### config.mk
export PLATFORM = sky130hd
export DESIGN_NAME = maws_ctrl
export DESIGN_NICKNAME = d
export VERILOG_FILES = /design/src/design/maws_pkg.sv /design/src/design/maws_ctrl.sv
export SDC_FILE = /design/constraint.sdc
export NUM_CORES = 1
export LEC_CHECK = 0
export BUFFER_PORTS_ARGS = -buffer_cell sky130_fd_sc_hd__buf_4
export CAP_MARGIN = 30
export CORE_AREA = 3 3 40 42
export CTS_BUF_LIST = sky130_fd_sc_hd__clkbuf_2
export DETAILED_ROUTE_END_ITERATION = 10
export DIE_AREA = 0 0 43 45
export GPL_TIMING_DRIVEN = 1
export PLACE_DENSITY = 0.47
export SLEW_MARGIN = 20
export SYNTH_ARGS = -nofsm -noshare
export SYNTH_HDL_FRONTEND = slang
export SYNTH_SLANG_ARGS = --single-unit
### constraint.sdc
create_clock -name clk -period 2.9 [get_ports clk]
set_clock_uncertainty 0.1 [all_clocks]
set_input_delay 0.145 -clock clk [delete_from_list [all_inputs] [get_ports clk]]
set_output_delay 0.145 -clock clk [all_outputs]
set_load 0.005 [all_outputs]
### src/design/maws_pkg.sv
`default_nettype none
package maws_pkg;

	localparam int MAX_ARRAYS = 16;
	localparam int MAX_LEN    = 256;

	// id, element index and length widths follow from the bank geometry
	localparam int ID_W   = (MAX_ARRAYS > 1) ? $clog2(MAX_ARRAYS) : 1;
	localparam int CNT_W  = $clog2(MAX_ARRAYS + 1);
	localparam int IDX_W  = (MAX_LEN > 1) ? $clog2(MAX_LEN) : 1;
	localparam int LEN_W  = $clog2(MAX_LEN + 1);
	localparam int ADDR_W = ID_W + IDX_W;
	localparam int MEM_DEPTH = 2 ** ADDR_W;

	localparam int OP_W    = 3;
	localparam int AID_W   = 8;
	localparam int EIDX_W  = 12;
	localparam int WORD_W  = 32;
	localparam int IN_W    = 56;
	localparam int OUT_W   = 40;

	localparam logic [OP_W-1:0] OP_CREATE = 3'd0;
	localparam logic [OP_W-1:0] OP_READ   = 3'd1;
	localparam logic [OP_W-1:0] OP_WRITE  = 3'd2;
	localparam logic [OP_W-1:0] OP_SIZE   = 3'd3;
	localparam logic [OP_W-1:0] OP_CLEAR  = 3'd4;

	typedef struct packed {
		logic load_req;   // capture the accepted request
		logic exec;       // perform the request and load the result
		logic rd_issue;   // start an element read
		logic out_ram;    // load the result from the read data
		logic fill_start; // point the fill counter at the old length
		logic fill_step;  // zero one skipped entry
	} cmd_t;

	typedef struct packed {
		logic read_go;    // read request that hits a stored element
		logic fill_go;    // accepted write that needs a zero fill first
		logic fill_done;  // fill counter has reached the write index
	} stat_t;

endpackage
`default_nettype wire

### src/design/maws_ctrl.sv
`default_nettype none
module maws_ctrl (
	input  wire logic           clk,
	input  wire logic           arst_n,
	input  wire logic           in_valid,
	output logic                in_ready,
	output logic                out_valid,
	input  wire logic           out_ready,
	input  wire maws_pkg::stat_t st,
	output maws_pkg::cmd_t      cmd
);
	import maws_pkg::*;

	localparam logic [1:0] S_IDLE   = 2'd0;
	localparam logic [1:0] S_EXEC   = 2'd1;
	localparam logic [1:0] S_RDWAIT = 2'd2;
	localparam logic [1:0] S_FILL   = 2'd3;

	logic [1:0] state_q;
	logic [1:0] state_d;
	logic       slot_free;
	logic       out_valid_q;

	assign slot_free = !out_valid_q || out_ready;
	assign in_ready  = (state_q == S_IDLE);
	assign out_valid = out_valid_q;

	always_comb begin
		state_d = state_q;
		cmd     = '0;
		case (state_q)
			S_IDLE: begin
				if (in_valid) begin
					cmd.load_req = 1'b1;
					state_d      = S_EXEC;
				end
			end
			S_EXEC: begin
				// hold until the output register can take the result
				if (slot_free) begin
					if (st.read_go) begin
						cmd.rd_issue = 1'b1;
						state_d      = S_RDWAIT;
					end else if (st.fill_go) begin
						cmd.fill_start = 1'b1;
						state_d        = S_FILL;
					end else begin
						cmd.exec = 1'b1;
						state_d  = S_IDLE;
					end
				end
			end
			S_RDWAIT: begin
				cmd.out_ram = 1'b1;
				state_d     = S_IDLE;
			end
			S_FILL: begin
				if (st.fill_done) begin
					cmd.exec = 1'b1;
					state_d  = S_IDLE;
				end else begin
					cmd.fill_step = 1'b1;
				end
			end
			default: begin
				state_d = S_IDLE;
			end
		endcase
	end

	always_ff @(posedge clk or negedge arst_n) begin
		if (!arst_n) begin
			state_q     <= S_IDLE;
			out_valid_q <= 1'b0;
		end else begin
			state_q <= state_d;
			if (cmd.exec || cmd.out_ram) begin
				out_valid_q <= 1'b1;
			end else if (out_ready) begin
				out_valid_q <= 1'b0;
			end
		end
	end

endmodule
`default_nettype wire

==> impl_results.md <==
* Status: finished clean
* Worst setup path endpoint: cmd[4]
* Total Power at 322 uW
* CP Max Fanout at 8
* Area after DPL at 344 um^2
* Largest net degree at the start of global routing at 9
* Final #Nets at 50
* Hold Path Class: in2reg
* Layout cells sized above 1 at 0.524
* CTS Buffer Depth at 2
* Synth Area per Inst at 9.57 um^2
* TNS Setup at 0 ns
* Slowest cell on crit path: dfrtp_1
* Final setup vio count at 0
* Worst VDD drop at 0.252 mV
* Fmax at 671 MHz
* Leakage at 0.184 nW
* Number of diodes at 0
* Average wire per standard cell at 10.3 um
* Design area at 374 um^2
* Post-synthesis sequential area ratio at 0.341
* Gpl congestion at 0.695
* Crit path kind: reg2out
* CP Capture Type: primary output
* Cts repair resizes at 0
* Family with the most delay on the worst path: flip-flops
* Setup bufs post-CTS at 0
* Core outline area at 0.00128 mm^2
* Vias in the first global route at 262
* CP cell instances: nand2b_1, o41ai_2, buf_4
* TritonCTS buffer count at 3
* HPWL after detailed placement at 468 um
* Register bit total from synthesis at 3
* Worst Hold Depth at 2
* Max_slew headroom at 0.765
* CTS sink count at 3
* Max cap viols at 0
* Vias per cell at 4.28
* CP Buf/Inv Count at 1
* DRC errors left at 0
* Cells after Synth at 23
* FP Rows at 13
* Final ANT Viol Nets at 0
* Worst endpoint data arrival time at 1.25 ns
* Post-Route WL at 587 um
* Minimum clock period after layout at 1.49 ns
* First-pass GRT wire length at 1.04 mm
* Initial Util at 0.171
* Total iterations of the first detailed-routing run at 2
* Net Count, Synth at 30
* IO Pins at 15
* Crit path largest cell delay at 0.45 ns
* Port Buf Inserts at 14
* Critical path required time at 2.65 ns
* Vias at 244
* Critical path depth at 3
* RSZ-0062 raised after global routing: no
* Area delta synth->final at 69.9%
* Critical path startpoint category: register
* Grt ovf at 0
* FF-to-FF End: out_valid
* Die area at 0.00194 mm^2
* Global Route Usage Sum at 0.0801
* Fin. Hold Viols at 0
* Netlist cell types at 16
* Mapped Area at 220 um^2
* DIE WIDTH at 43 um
* Worst-margin pin slew at 0.352 ns
* Yosys Warn Count at 0
* Period utilisation layout at 0.514
* Clock Latency Late Sink at 0.20 ns
* Crit Reg-Reg Startpoint: state_q[0]
* Power Density at 861 mW/mm^2
* Antenna violations before repair at 0
* Pins Over Slew Limit at 0
* Clock transition at path regs at 0.04 ns
* R2R setup slack at 1.72 ns
* CTS tree: built
* R2r worst-path depth at 2
* H-tree depth at 1
* Root buffer cell: clkbuf_2
* Die height at 45 um
* Initial DRC Count at 2
* Crit path launch: state_q[1]
[layout make-up]
type	instances	area, um^2
multi-input cells	20	145
flip-flops and latches	3	75.1
repair buffers	15	115
clock buffers	4	20.0
well taps	15	18.8
fillers	157	911
[registers in the layout, indices dropped and copies added (netlist names)]
register and cells:
state_q 2, out_valid 1
[stage by stage]
| stage | util | hold WS [ns] | worst slack (ns) | instances |
|---|---|---|---|---|
| floorplan | - | -0.251 | 1.79 | 23 |
| global placement | 0.268 | -0.164 | 1.65 | 52 |
| detailed placement | 0.268 | -0.165 | 1.62 | 52 |
| CTS | 0.291 | 0.0516 | 1.40 | 57 |
| global route | 0.291 | 0.0477 | 1.26 | 57 |
| finish | 0.291 | 0.0533 | 1.41 | 57 |
[synth_stat cells]
library cell / n / share of area
o21bai_1: 1 / 0.034
o41ai_2: 1 / 0.074
nor3_1: 1 / 0.023
nand2b_1: 4 / 0.11
and3_1: 1 / 0.028
a221o_1: 1 / 0.045
nor2_1: 3 / 0.051
a32oi_1: 1 / 0.040
nand2_1: 1 / 0.017
dfrtp_1: 3 / 0.34
o32ai_2: 1 / 0.074
nor2b_1: 1 / 0.028
nand3_1: 1 / 0.023
and2_1: 1 / 0.028
and2b_2: 1 / 0.040
nor2b_2: 1 / 0.040
[what timing repair did]
item | in CTS | in global routing
setup endpoints to repair | 0 | 0
hold endpoints to repair | 3 | 0
hold buffers | 1 | 0
[metal layers]
layer,share of wire,GRT usage,vias up
met5,0,0,-
met4,0,0.0904,0
met3,0.078,0.0478,0
met2,0.53,0.123,7
met1,0.39,0.0678,111
li1,-,-,126
[cells by family after synthesis]
family,after synthesis,synth area share
and+or+nand+nor,15,0.392
AOI/OAI and AO/OA,5,0.267
DFF,3,0.341
[cell usage in the layout (no fill, tap or decap), types with 3 or more instances in the layout]
cell type   n
clkbuf_2    4
buf_4      14
nor2_1      3
dfrtp_1     3
nand2b_1    4
[worst reg2reg max path: stages (launching register included)]
cell and delay, ns:
dfrtp_1 0.44, nor2b_2 0.20, a221o_1 0.32
[how the worst min path moves through the flow]
stage                 endpoint   start  slack (ns)
floorplan            out_valid  arst_n       -0.25
global placement    state_q[0]  arst_n       -0.16
detailed placement  state_q[0]  arst_n       -0.16
CTS                 state_q[1]   st[0]        0.05
global route        state_q[1]   st[0]        0.05
finish              state_q[1]   st[0]        0.05
[where the power goes]
group / internal, mW / switching [mW] / leakage, nW
registers: 0.0625 / 0.0296 / 0.0363
clock network: 0.0364 / 0.0224 / 0.0166
logic: 0.102 / 0.0688 / 0.131
total: 0.201 / 0.121 / 0.184
No activity file was read; power rests on OpenSTA's default activity.
